==> src/rtl/sbpe_pkg.sv <==
`timescale 1ns / 1ps
// ----------------------------------------------------------------------------
// sbpe_pkg
// shared types and constants of the servo bus packet engine
// ----------------------------------------------------------------------------
package sbpe_pkg;

	// item opcodes
	localparam logic [1:0] OP_SEND = 2'd0;
	localparam logic [1:0] OP_BYTE = 2'd1;
	localparam logic [1:0] OP_TICK = 2'd2;

	// result kinds
	localparam logic KIND_BYTE    = 1'b0;
	localparam logic KIND_OUTCOME = 1'b1;

	// outcome status codes
	localparam logic [1:0] STATUS_OK      = 2'd0;
	localparam logic [1:0] STATUS_ERROR   = 2'd1;
	localparam logic [1:0] STATUS_NO_RESP = 2'd2;

	localparam logic [7:0] START_BYTE     = 8'hFF;
	localparam logic [7:0] BCAST_SERVO_ID = 8'd254;

	// byte positions within an instruction packet
	localparam logic [3:0] POS_START0 = 4'd0;
	localparam logic [3:0] POS_START1 = 4'd1;
	localparam logic [3:0] POS_ID     = 4'd2;
	localparam logic [3:0] POS_LEN    = 4'd3;
	localparam logic [3:0] POS_INSTR  = 4'd4;
	localparam logic [3:0] POS_PARAM0 = 4'd5;

	localparam int PARAM_SLOTS     = 6;
	localparam int MAX_PARAMS_DEF  = 6;
	localparam int JOB_DEPTH_DEF   = 4;
	localparam logic [15:0] TIMEOUT_RESET = 16'd10;

	// config register index (byte address / 4)
	localparam logic REG_TIMEOUT = 1'b0;

	// one unit of work for the back end: a whole packet or one outcome
	typedef struct packed {
		logic        is_pkt;
		logic [7:0]  servo_id;
		logic [7:0]  instruction;
		logic [2:0]  pcount;
		logic [47:0] params;
		logic [7:0]  chksum;
		logic [1:0]  status;
		logic [7:0]  error_flags;
		logic [15:0] reply_value;
	} job_t;

endpackage

==> src/rtl/sbpe_cmd_if.sv <==
`timescale 1ns / 1ps
// ----------------------------------------------------------------------------
// sbpe_cmd_if
// input item channel: command, received line byte or timeout tick
// ----------------------------------------------------------------------------
interface sbpe_cmd_if;
	logic        valid;
	logic        ready;
	logic [1:0]  opcode;
	logic [7:0]  servo_id;
	logic [7:0]  instruction;
	logic [2:0]  param_count;
	logic [47:0] param_bytes;
	logic [1:0]  reply_data_count;
	logic [7:0]  line_byte;

	modport source (
		output valid, opcode, servo_id, instruction, param_count, param_bytes,
		       reply_data_count, line_byte,
		input  ready
	);
	modport sink (
		input  valid, opcode, servo_id, instruction, param_count, param_bytes,
		       reply_data_count, line_byte,
		output ready
	);
endinterface

==> src/rtl/sbpe_res_if.sv <==
`timescale 1ns / 1ps
// ----------------------------------------------------------------------------
// sbpe_res_if
// result item channel: packet byte or reply outcome
// ----------------------------------------------------------------------------
interface sbpe_res_if;
	logic        valid;
	logic        ready;
	logic        kind;
	logic [7:0]  send_byte;
	logic        last;
	logic [1:0]  status;
	logic [7:0]  error_flags;
	logic [15:0] reply_value;

	modport source (
		output valid, kind, send_byte, last, status, error_flags, reply_value,
		input  ready
	);
	modport sink (
		input  valid, kind, send_byte, last, status, error_flags, reply_value,
		output ready
	);
endinterface

==> src/rtl/servo_bus_packet_engine_core.sv <==
`timescale 1ns / 1ps
// ----------------------------------------------------------------------------
// servo_bus_packet_engine_core
// half-duplex servo bus packet engine: frames instruction packets and parses
// the status reply
// ----------------------------------------------------------------------------
// the engine takes one item per cycle on cmd: a send command, a received bus
// byte or a timeout tick. a send command comes out on res as its packet bytes
// (ff, ff, id, length, instruction, params, inverted-sum checksum, the last one
// marked), one item per cycle while res is ready, so a command with n params
// gives n+6 result items; bytes and ticks produce at most one outcome item (ok,
// servo error, no response). the front end decides everything at accept time
// and queues jobs in a four-entry queue, so cmd keeps flowing while the back
// end is still serializing a packet; cmd stalls only when that queue is full.
// sustained rate is set by the back end's one-result-per-cycle output register
// while res is ready. the user must write the reply timeout over the apb-style
// port at byte address 0 only while the engine is idle; the block does not check.
// ----------------------------------------------------------------------------
module servo_bus_packet_engine_core #(
	parameter int MAX_PARAMS = sbpe_pkg::MAX_PARAMS_DEF,
	parameter int JOB_DEPTH  = sbpe_pkg::JOB_DEPTH_DEF
) (
	input  logic        clk,
	input  logic        arst_n,
	sbpe_cmd_if.sink    cmd,
	sbpe_res_if.source  res,
	input  logic        psel,
	input  logic        penable,
	input  logic        pwrite,
	input  logic [2:0]  paddr,
	input  logic [31:0] pwdata,
	output logic [31:0] prdata,
	output logic        pready
);

	// reply timeout register
	logic [15:0] timeout_q;
	logic        reg_hit;

	// job path between front and back end
	logic           job_valid, job_full, head_valid, pop;
	sbpe_pkg::job_t job, head_job;

	// register index is the word address bit
	assign reg_hit = (paddr[2] == sbpe_pkg::REG_TIMEOUT);
	assign pready  = 1'b1;
	assign prdata  = reg_hit ? {16'd0, timeout_q} : 32'd0;

	always_ff @(posedge clk or negedge arst_n) begin
		if (!arst_n) begin
			timeout_q <= sbpe_pkg::TIMEOUT_RESET;
		end else if (psel && penable && pwrite && pready && reg_hit) begin
			timeout_q <= pwdata[15:0];
		end
	end

	// front: accepts items, frames commands, tracks the reply parse
	sbpe_front #(
		.MAX_PARAMS (MAX_PARAMS)
	) u_front (
		.clk           (clk),
		.arst_n        (arst_n),
		.cmd           (cmd),
		.timeout_ticks (timeout_q),
		.job_ready     (!job_full),
		.job_valid     (job_valid),
		.job           (job)
	);

	// short queue decoupling the two sides
	sbpe_fifo #(
		.DEPTH (JOB_DEPTH)
	) u_fifo (
		.clk        (clk),
		.arst_n     (arst_n),
		.push       (job_valid),
		.push_job   (job),
		.full       (job_full),
		.pop        (pop),
		.head_valid (head_valid),
		.head_job   (head_job)
	);

	// back: turns each job into result items
	sbpe_back u_back (
		.clk        (clk),
		.arst_n     (arst_n),
		.head_valid (head_valid),
		.head_job   (head_job),
		.pop        (pop),
		.res        (res)
	);

endmodule

==> src/rtl/sbpe_front.sv <==
`timescale 1ns / 1ps
// ----------------------------------------------------------------------------
// sbpe_front
// accepts items, frames commands, parses the status reply, issues jobs
// ----------------------------------------------------------------------------
module sbpe_front #(
	parameter int MAX_PARAMS = sbpe_pkg::MAX_PARAMS_DEF
) (
	input  logic             clk,
	input  logic             arst_n,
	sbpe_cmd_if.sink         cmd,
	input  logic [15:0]      timeout_ticks,
	input  logic             job_ready,
	output logic             job_valid,
	output sbpe_pkg::job_t   job
);

	localparam int CAP = (MAX_PARAMS < sbpe_pkg::PARAM_SLOTS) ? MAX_PARAMS
	                                                          : sbpe_pkg::PARAM_SLOTS;

	typedef enum logic [1:0] {
		MODE_IDLE = 2'b01,
		MODE_WAIT = 2'b10
	} mode_t;

	typedef enum logic [6:0] {
		PH_HUNT1 = 7'b0000001,
		PH_HUNT2 = 7'b0000010,
		PH_ID    = 7'b0000100,
		PH_LEN   = 7'b0001000,
		PH_ERR   = 7'b0010000,
		PH_LOW   = 7'b0100000,
		PH_HIGH  = 7'b1000000
	} phase_t;

	mode_t       mode_q, mode_d;
	phase_t      phase_q, phase_d;
	logic [15:0] wait_q, wait_d, wait_inc;
	logic [1:0]  expect_q, expect_d;
	logic [7:0]  low_q, low_d;

	logic        acc;
	logic [2:0]  n_cap;
	logic [7:0]  sum;
	logic [7:0]  len_byte;

	assign cmd.ready = job_ready;
	assign acc       = cmd.valid && cmd.ready;

	// parameter count saturates at the carried slots
	assign n_cap    = (cmd.param_count > 3'(CAP)) ? 3'(CAP) : cmd.param_count;
	assign len_byte = {5'd0, n_cap} + 8'd2;

	always_comb begin
		sum = cmd.servo_id + len_byte + cmd.instruction;
		for (int i = 0; i < sbpe_pkg::PARAM_SLOTS; i++) begin
			if (3'(i) < n_cap) begin
				sum = sum + cmd.param_bytes[i*8 +: 8];
			end
		end
	end

	assign wait_inc = (wait_q == 16'hFFFF) ? wait_q : wait_q + 16'd1;

	always_comb begin
		mode_d    = mode_q;
		phase_d   = phase_q;
		wait_d    = wait_q;
		expect_d  = expect_q;
		low_d     = low_q;
		job_valid = 1'b0;
		job              = '0;
		job.servo_id     = cmd.servo_id;
		job.instruction  = cmd.instruction;
		job.pcount       = n_cap;
		job.params       = cmd.param_bytes;
		job.chksum       = ~sum;

		if (acc) begin
			if (cmd.opcode == sbpe_pkg::OP_SEND) begin
				job.is_pkt = 1'b1;
				job_valid  = 1'b1;
				phase_d    = PH_HUNT1;
				wait_d     = '0;
				low_d      = '0;
				expect_d   = (cmd.reply_data_count == 2'd3) ? 2'd2 : cmd.reply_data_count;
				mode_d     = (cmd.servo_id == sbpe_pkg::BCAST_SERVO_ID) ? MODE_IDLE : MODE_WAIT;
			end else if (mode_q == MODE_WAIT && cmd.opcode == sbpe_pkg::OP_BYTE) begin
				case (phase_q)
					PH_HUNT1: begin
						if (cmd.line_byte == sbpe_pkg::START_BYTE) phase_d = PH_HUNT2;
					end
					PH_HUNT2: begin
						phase_d = (cmd.line_byte == sbpe_pkg::START_BYTE) ? PH_ID : PH_HUNT1;
					end
					PH_ID:  phase_d = PH_LEN;
					PH_LEN: phase_d = PH_ERR;
					PH_ERR: begin
						if (cmd.line_byte != 8'd0) begin
							job_valid       = 1'b1;
							job.status      = sbpe_pkg::STATUS_ERROR;
							job.error_flags = cmd.line_byte;
						end else if (expect_q == 2'd0) begin
							job_valid  = 1'b1;
							job.status = sbpe_pkg::STATUS_OK;
						end else begin
							phase_d = PH_LOW;
						end
					end
					PH_LOW: begin
						if (expect_q == 2'd1) begin
							job_valid       = 1'b1;
							job.status      = sbpe_pkg::STATUS_OK;
							job.reply_value = {8'd0, cmd.line_byte};
						end else begin
							low_d   = cmd.line_byte;
							phase_d = PH_HIGH;
						end
					end
					PH_HIGH: begin
						job_valid       = 1'b1;
						job.status      = sbpe_pkg::STATUS_OK;
						job.reply_value = {cmd.line_byte, low_q};
					end
					default: phase_d = PH_HUNT1;
				endcase
			end else if (mode_q == MODE_WAIT && cmd.opcode == sbpe_pkg::OP_TICK) begin
				wait_d = wait_inc;
				if (wait_inc >= timeout_ticks) begin
					job_valid  = 1'b1;
					job.status = sbpe_pkg::STATUS_NO_RESP;
				end
			end

			// any outcome closes the reply
			if (job_valid && !job.is_pkt) begin
				mode_d  = MODE_IDLE;
				phase_d = PH_HUNT1;
				wait_d  = '0;
			end
		end
	end

	always_ff @(posedge clk or negedge arst_n) begin
		if (!arst_n) begin
			mode_q   <= MODE_IDLE;
			phase_q  <= PH_HUNT1;
			wait_q   <= '0;
			expect_q <= '0;
			low_q    <= '0;
		end else begin
			mode_q   <= mode_d;
			phase_q  <= phase_d;
			wait_q   <= wait_d;
			expect_q <= expect_d;
			low_q    <= low_d;
		end
	end

endmodule

==> src/rtl/sbpe_fifo.sv <==
`timescale 1ns / 1ps
// ----------------------------------------------------------------------------
// sbpe_fifo
// short job queue between front and back end
// ----------------------------------------------------------------------------
module sbpe_fifo #(
	parameter int DEPTH = sbpe_pkg::JOB_DEPTH_DEF
) (
	input  logic           clk,
	input  logic           arst_n,
	input  logic           push,
	input  sbpe_pkg::job_t push_job,
	output logic           full,
	input  logic           pop,
	output logic           head_valid,
	output sbpe_pkg::job_t head_job
);

	localparam int AW = (DEPTH > 1) ? $clog2(DEPTH) : 1;
	localparam int CW = $clog2(DEPTH + 1);

	sbpe_pkg::job_t mem_q [DEPTH];
	logic [AW-1:0]  wr_ptr_q, rd_ptr_q;
	logic [CW-1:0]  count_q;
	logic           do_push, do_pop;

	assign full       = (count_q == CW'(DEPTH));
	assign head_valid = (count_q != '0);
	assign head_job   = mem_q[rd_ptr_q];
	assign do_push    = push && !full;
	assign do_pop     = pop && head_valid;

	always_ff @(posedge clk) begin
		if (do_push) mem_q[wr_ptr_q] <= push_job;
	end

	always_ff @(posedge clk or negedge arst_n) begin
		if (!arst_n) begin
			wr_ptr_q <= '0;
			rd_ptr_q <= '0;
			count_q  <= '0;
		end else begin
			if (do_push) begin
				wr_ptr_q <= (wr_ptr_q == AW'(DEPTH - 1)) ? '0 : wr_ptr_q + AW'(1);
			end
			if (do_pop) begin
				rd_ptr_q <= (rd_ptr_q == AW'(DEPTH - 1)) ? '0 : rd_ptr_q + AW'(1);
			end
			case ({do_push, do_pop})
				2'b10:   count_q <= count_q + CW'(1);
				2'b01:   count_q <= count_q - CW'(1);
				default: count_q <= count_q;
			endcase
		end
	end

endmodule

==> src/rtl/sbpe_back.sv <==
`timescale 1ns / 1ps
// ----------------------------------------------------------------------------
// sbpe_back
// serializes jobs into result items through an output register
// ----------------------------------------------------------------------------
module sbpe_back (
	input  logic           clk,
	input  logic           arst_n,
	input  logic           head_valid,
	input  sbpe_pkg::job_t head_job,
	output logic           pop,
	sbpe_res_if.source     res
);

	sbpe_pkg::job_t job_q;
	logic           job_valid_q;
	logic [3:0]     idx_q;

	logic           out_valid_q;
	logic           kind_q, last_q;
	logic [7:0]     byte_q, err_q;
	logic [1:0]     status_q;
	logic [15:0]    value_q;

	logic           out_free, adv, is_last;
	logic [3:0]     last_idx;
	logic [2:0]     pidx;
	logic [7:0]     pbyte, cur_byte;

	assign out_free = !out_valid_q || res.ready;
	assign adv      = job_valid_q && out_free;
	assign last_idx = sbpe_pkg::POS_PARAM0 + {1'b0, job_q.pcount};
	assign is_last  = !job_q.is_pkt || (idx_q == last_idx);
	assign pop      = head_valid && (!job_valid_q || (adv && is_last));

	assign pidx = 3'(idx_q - sbpe_pkg::POS_PARAM0);

	always_comb begin
		case (pidx)
			3'd0:    pbyte = job_q.params[7:0];
			3'd1:    pbyte = job_q.params[15:8];
			3'd2:    pbyte = job_q.params[23:16];
			3'd3:    pbyte = job_q.params[31:24];
			3'd4:    pbyte = job_q.params[39:32];
			3'd5:    pbyte = job_q.params[47:40];
			default: pbyte = 8'd0;
		endcase
	end

	always_comb begin
		case (idx_q)
			sbpe_pkg::POS_START0: cur_byte = sbpe_pkg::START_BYTE;
			sbpe_pkg::POS_START1: cur_byte = sbpe_pkg::START_BYTE;
			sbpe_pkg::POS_ID:     cur_byte = job_q.servo_id;
			sbpe_pkg::POS_LEN:    cur_byte = {5'd0, job_q.pcount} + 8'd2;
			sbpe_pkg::POS_INSTR:  cur_byte = job_q.instruction;
			default:              cur_byte = (idx_q == last_idx) ? job_q.chksum : pbyte;
		endcase
	end

	always_ff @(posedge clk) begin
		if (pop) job_q <= head_job;
		if (adv) begin
			kind_q   <= job_q.is_pkt ? sbpe_pkg::KIND_BYTE : sbpe_pkg::KIND_OUTCOME;
			byte_q   <= job_q.is_pkt ? cur_byte : 8'd0;
			last_q   <= is_last;
			status_q <= job_q.status;
			err_q    <= job_q.error_flags;
			value_q  <= job_q.reply_value;
		end
	end

	always_ff @(posedge clk or negedge arst_n) begin
		if (!arst_n) begin
			job_valid_q <= 1'b0;
			idx_q       <= '0;
			out_valid_q <= 1'b0;
		end else begin
			if (pop) begin
				job_valid_q <= 1'b1;
				idx_q       <= '0;
			end else if (adv) begin
				if (is_last) job_valid_q <= 1'b0;
				idx_q <= idx_q + 4'd1;
			end
			if (out_free) out_valid_q <= adv;
		end
	end

	assign res.valid       = out_valid_q;
	assign res.kind        = kind_q;
	assign res.send_byte   = byte_q;
	assign res.last        = last_q;
	assign res.status      = status_q;
	assign res.error_flags = err_q;
	assign res.reply_value = value_q;

endmodule

==> src/flat_wrapper.sv <==
// flat-port wrapper written by rule: the top's interface ports become plain ports
module servo_bus_packet_engine_core_flat 
#(
	parameter int MAX_PARAMS = sbpe_pkg::MAX_PARAMS_DEF,
	parameter int JOB_DEPTH  = sbpe_pkg::JOB_DEPTH_DEF
)
  (clk, arst_n, psel, penable, pwrite, paddr, pwdata, prdata, pready, cmd_valid, cmd_opcode, cmd_servo_id, cmd_instruction, cmd_param_count, cmd_param_bytes, cmd_reply_data_count, cmd_line_byte, cmd_ready, res_valid, res_kind, res_send_byte, res_last, res_status, res_error_flags, res_reply_value, res_ready);
  sbpe_cmd_if cmd_i ();
  sbpe_res_if res_i ();
  input  logic clk;
  input  logic arst_n;
  input  logic psel;
  input  logic penable;
  input  logic pwrite;
  input  logic [2:0] paddr;
  input  logic [31:0] pwdata;
  output logic [31:0] prdata;
  output logic pready;
  input wire logic [$bits(cmd_i.valid)-1:0] cmd_valid;
  input wire logic [$bits(cmd_i.opcode)-1:0] cmd_opcode;
  input wire logic [$bits(cmd_i.servo_id)-1:0] cmd_servo_id;
  input wire logic [$bits(cmd_i.instruction)-1:0] cmd_instruction;
  input wire logic [$bits(cmd_i.param_count)-1:0] cmd_param_count;
  input wire logic [$bits(cmd_i.param_bytes)-1:0] cmd_param_bytes;
  input wire logic [$bits(cmd_i.reply_data_count)-1:0] cmd_reply_data_count;
  input wire logic [$bits(cmd_i.line_byte)-1:0] cmd_line_byte;
  output wire logic [$bits(cmd_i.ready)-1:0] cmd_ready;
  output wire logic [$bits(res_i.valid)-1:0] res_valid;
  output wire logic [$bits(res_i.kind)-1:0] res_kind;
  output wire logic [$bits(res_i.send_byte)-1:0] res_send_byte;
  output wire logic [$bits(res_i.last)-1:0] res_last;
  output wire logic [$bits(res_i.status)-1:0] res_status;
  output wire logic [$bits(res_i.error_flags)-1:0] res_error_flags;
  output wire logic [$bits(res_i.reply_value)-1:0] res_reply_value;
  input wire logic [$bits(res_i.ready)-1:0] res_ready;
  assign cmd_i.valid = cmd_valid;
  assign cmd_i.opcode = cmd_opcode;
  assign cmd_i.servo_id = cmd_servo_id;
  assign cmd_i.instruction = cmd_instruction;
  assign cmd_i.param_count = cmd_param_count;
  assign cmd_i.param_bytes = cmd_param_bytes;
  assign cmd_i.reply_data_count = cmd_reply_data_count;
  assign cmd_i.line_byte = cmd_line_byte;
  assign cmd_ready = cmd_i.ready;
  assign res_valid = res_i.valid;
  assign res_kind = res_i.kind;
  assign res_send_byte = res_i.send_byte;
  assign res_last = res_i.last;
  assign res_status = res_i.status;
  assign res_error_flags = res_i.error_flags;
  assign res_reply_value = res_i.reply_value;
  assign res_i.ready = res_ready;
  servo_bus_packet_engine_core #(.MAX_PARAMS(MAX_PARAMS), .JOB_DEPTH(JOB_DEPTH)) u_core (.clk(clk), .arst_n(arst_n), .cmd(cmd_i), .res(res_i), .psel(psel), .penable(penable), .pwrite(pwrite), .paddr(paddr), .pwdata(pwdata), .prdata(prdata), .pready(pready));
endmodule
==> config.mk <==
export PLATFORM = sky130hd
export DESIGN_NAME = servo_bus_packet_engine_core_flat
export DESIGN_NICKNAME = d
export VERILOG_FILES = /design/src/rtl/sbpe_pkg.sv /design/src/rtl/sbpe_cmd_if.sv /design/src/rtl/sbpe_res_if.sv /design/src/rtl/servo_bus_packet_engine_core.sv /design/src/rtl/sbpe_front.sv /design/src/rtl/sbpe_fifo.sv /design/src/rtl/sbpe_back.sv /design/src/flat_wrapper.sv
export SDC_FILE = /design/constraint.sdc
export NUM_CORES = 1
export LEC_CHECK = 0
export BUFFER_PORTS_ARGS = -buffer_cell sky130_fd_sc_hd__buf_2
export CORE_AREA = 3 3 272 221
export CTS_CLUSTER_SIZE = 28
export DETAILED_ROUTE_END_ITERATION = 8
export DIE_AREA = 0 0 275 224
export PLACE_DENSITY = 0.65
export SYNTH_ARGS = -nofsm -noshare
export SYNTH_HDL_FRONTEND = slang
export SYNTH_HIERARCHICAL = 1
export SYNTH_SLANG_ARGS = --single-unit
==> constraint.sdc <==
create_clock -name clk -period 15.8 [get_ports clk]
set_input_delay 0.79 -clock clk [delete_from_list [all_inputs] [get_ports clk]]
set_output_delay 0.79 -clock clk [all_outputs]
set_load 0.1 [all_outputs]
==> metrics.yaml <==
synth.area.top_cells: "edfxtp_1 (60%), mux4_2 (8.3%), dfrtp_1 (5.4%), ha_1 (4.0%), buf_4 (2.5%)"
cts.path.max_buffers: 3
power_mw: 5.97
clock_sinks: 610
dpl_cell_area_um2: 28500
synth-edff-count: 546
grt_busiest_layer: "met1"
timing.slew.headroom: 0.275
instances_no_fill: 2665
ctsHtreeMaxLevel: 2
worstPathArrival_ns: 10.22
multi_input_area_um2: 8270
cts_setup_buffers: 0
grt_pass1_wl_um: 89400
crit_slowest_cell: "or3b_2"
cp_top_family: "adder cells"
initial_core_util: 0.477
worst_slew_pin_slew_ns: 1.09
io_buffers: 156
dieArea_um2: 61600
drt-total-wl_um: 58700
dp_slack_ns: 5.58
fmax_ghz: 0.101
path_max_fanout: 11
ys.warnings.count: 6
cts-root-buf: "clkbuf_16"
die_y_um: 224
p_clk_frac: 0.239
max_stage_delay_ns: 0.45
fin_area_um2: 30400
met1_usage: 0.289
placed_cells: 2550
grt_overflow: 0
layout-drive-gt1-share: 0.221
routedWlPerCell_um: 22.0
dp_hpwl_um: 37600
p_int_mw: 3.81
syn_area_per_cell_um2: 15.9
whs_ns: 0.367
yosysSeqAreaShare: 0.653
comb_power_share: 0.369
cellLeakagePower_nw: 11.2
cts.reportedPaths.clkPinSlew_ns: 0.06
rows: 79
synth.most_common_cell: "edfxtp_1"
finalCriticalPeriod_ns: 9.87
fin_util: 0.527
switchingPower_mw: 2.15
critPathKind: "in2reg"
netlist_instances: 1735
cp-start-kind: "input port"
seq_power_share: 0.392
finalNetCount: 2064
ys_ff_latch: 610
required_ns: 16.15
cp-end-kind: "flop"
drt_iter0_drc: 1167
vias: 14985
place_congestion: 0.884
max-cap-violations: 0
clk-insertion-delay-late_ns: 0.63
fin_skew_ns: 0.0294
met3_usage: 0.0381
synthFlopType: "edfxtp_1"
grt_pass1_vias: 14843
crit_top_cell: "ha_1"
fin_crit_sh: 0.625
grt_usage: 0.192
grt_max_degree: 67
synth_async_sr_flop_share: 0.105
cts_tree: "yes"
cts_resized: 0
antenna_found_initial: 9
synth_top_area_share: 0.595
ant_nets: 0
finalHoldViolCount: 0
syn_to_final_growth_pct: 10.5
avgViaCountPerCell: 5.62
min_path_type: "in2async"
status: "finished clean"
synthTopCellsByCount: "edfxtp_1 (546), mux4_2 (102), buf_4 (92)"
crit_buf_inv: 6
numCtsBuffers: 60
synthDistinctLibCells: 86
core_um2: 57700
final-max-slew-violation-count: 0
power.density_nw_per_um2: 196
nFillCells: 4708
fin_ws_ns: 5.93
synth_area_um2: 27600
peakVddDrop_mv: 0.147
die_w_um: 275
use_met2: 0.286
swShare: 0.361
finalSetupViolCount: 0
drc_errors: 0
first_pass_iters: 5
io_pins: 192
regArea_um2: 18000
tns_ns: 0
synth_top_area_cell: "edfxtp_1"
rsz0062_at_grt: "no"
ctsHoldBuffers: 0
[area by class of cell]
type	count	share of cell area
timing repair buffer	169	0.0288
clock buffer	71	0.0521
tap	769	0.0316
multi-input combinational	909	0.272
antenna	3	0.000247
clock inverter	41	0.0127
inverter	93	0.0115
sequential	610	0.592
[registers in the layout, summed over array words and instances, names as in the netlist, 3 cells and up]
name / count
u_core/u_fifo/count_q: 3
u_core/u_back/idx_q: 4
u_core/u_back/res.error_flags: 8
u_core/u_back/res.send_byte: 8
u_core/u_back/res.reply_value: 16
u_core/u_back/job_q: 102
u_core/u_fifo/mem_q: 408
u_core/timeout_q: 16
u_core/u_front/phase_q: 7
u_core/u_front/wait_q: 16
u_core/u_front/low_q: 8
[placed cells by master (no fill, tap or decap), types with 7 or more instances in the layout]
cell type  Yosys  routed
a21o_1        18      18
a21oi_1       50      50
a222oi_1       8       8
a22o_1         8       8
a22oi_1       14      14
a31oi_1        8       8
a32o_1         7       7
and2_1        18      14
and2b_1        7       7
and3_1        11      11
buf_2         14     156
buf_4         92      13
bufinv_16      0       7
clkbuf_1      17       9
clkbuf_16      0      62
clkinv_1       0      14
clkinv_2       0      16
conb_1         2      17
dfrtp_1       60      58
edfxtp_1     546     546
fa_1          12      12
ha_1          88      88
inv_1         91      91
mux2_2        17      17
mux2_4        10      10
mux2i_1       18      18
mux4_2       102     102
nand2_1       91      91
nand2b_1      22      22
nand3_1       34      34
nand4_1       19      19
nor2_1        54      54
nor2b_1       23      23
nor3_1        10      10
o21ai_0       74      74
o21ai_1        7       7
xnor2_1       30      30
xor2_1        27      27
[logic make-up after synthesis]
| kind of cell | share of synthesized area |
|---|---|
| AO/OA/AOI/OAI | 0.0623 |
| XOR/XNOR | 0.0206 |
| adder cells (fa/ha/maj) | 0.0487 |
| buffers and inverters | 0.0494 |
| flip-flops | 0.653 |
| multiplexers | 0.103 |
| other | 0.000273 |
| AND/OR/NAND/NOR | 0.0622 |
[layer usage]
| metal | vias to the layer above | share of wire |
|---|---|---|
| li1 | 6788 | - |
| met1 | 7650 | 0.45 |
| met2 | 447 | 0.46 |
| met3 | 92 | 0.068 |
| met4 | 8 | 0.023 |
| met5 | - | 0.00082 |
[worst paths after layout]
path	from	depth (start not counted)	slack, ns	end
worst max-delay path	cmd_param_count[1]	42	5.93	u_core/u_fifo/mem_q[1][33]$_DFFE_PP_
worst min-delay path	arst_n	2	0.37	u_core/timeout_q[11]$_DFFE_PN0P_
worst max register to register	u_core/u_front/wait_q[4]$_DFFE_PN0P_	16	9.48	u_core/u_fifo/mem_q[2][91]$_DFFE_PP_
worst min register to register	u_core/u_back/job_q[18]$_DFFE_PP_	0	0.41	u_core/u_back/res.error_flags[2]$_DFFE_PP_
max in group asynchronous	arst_n	2	14.77	u_core/u_fifo/rd_ptr_q[0]$_DFFE_PN0P_
min in group clk	cmd_reply_data_count[1]	3	0.39	u_core/u_front/expect_q[1]$_DFFE_PN0P_
[power groups by stage]
stage | clock [mW] | sequential, mW | combinational, mW
2_1_floorplan | 0 | 2.53 | 1.53
3_3_place_gp | 0 | 2.37 | 2.13
3_5_place_dp | 0 | 2.38 | 2.18
4_1_cts | 1.46 | 2.34 | 2.19
5_1_grt | 1.53 | 2.37 | 2.38
6_report | 1.42 | 2.34 | 2.20
[worst register-to-register path: stages (launching register included)]
cell	delay [ns]
dfrtp_1	0.46
and4_1	0.27
nand3_1	0.19
nor3_2	0.38
nand3_1	0.32
xnor2_1	0.23
ha_1	0.27
nand2b_1	0.09
a21o_1	0.11
a21oi_1	0.07
o21ai_0	0.15
a41oi_1	0.31
o22ai_4	0.53
and2b_1	0.40
nor2b_1	0.46
and2_4	0.73
buf_4	0.87
Power figures use the tool's default switching activity.
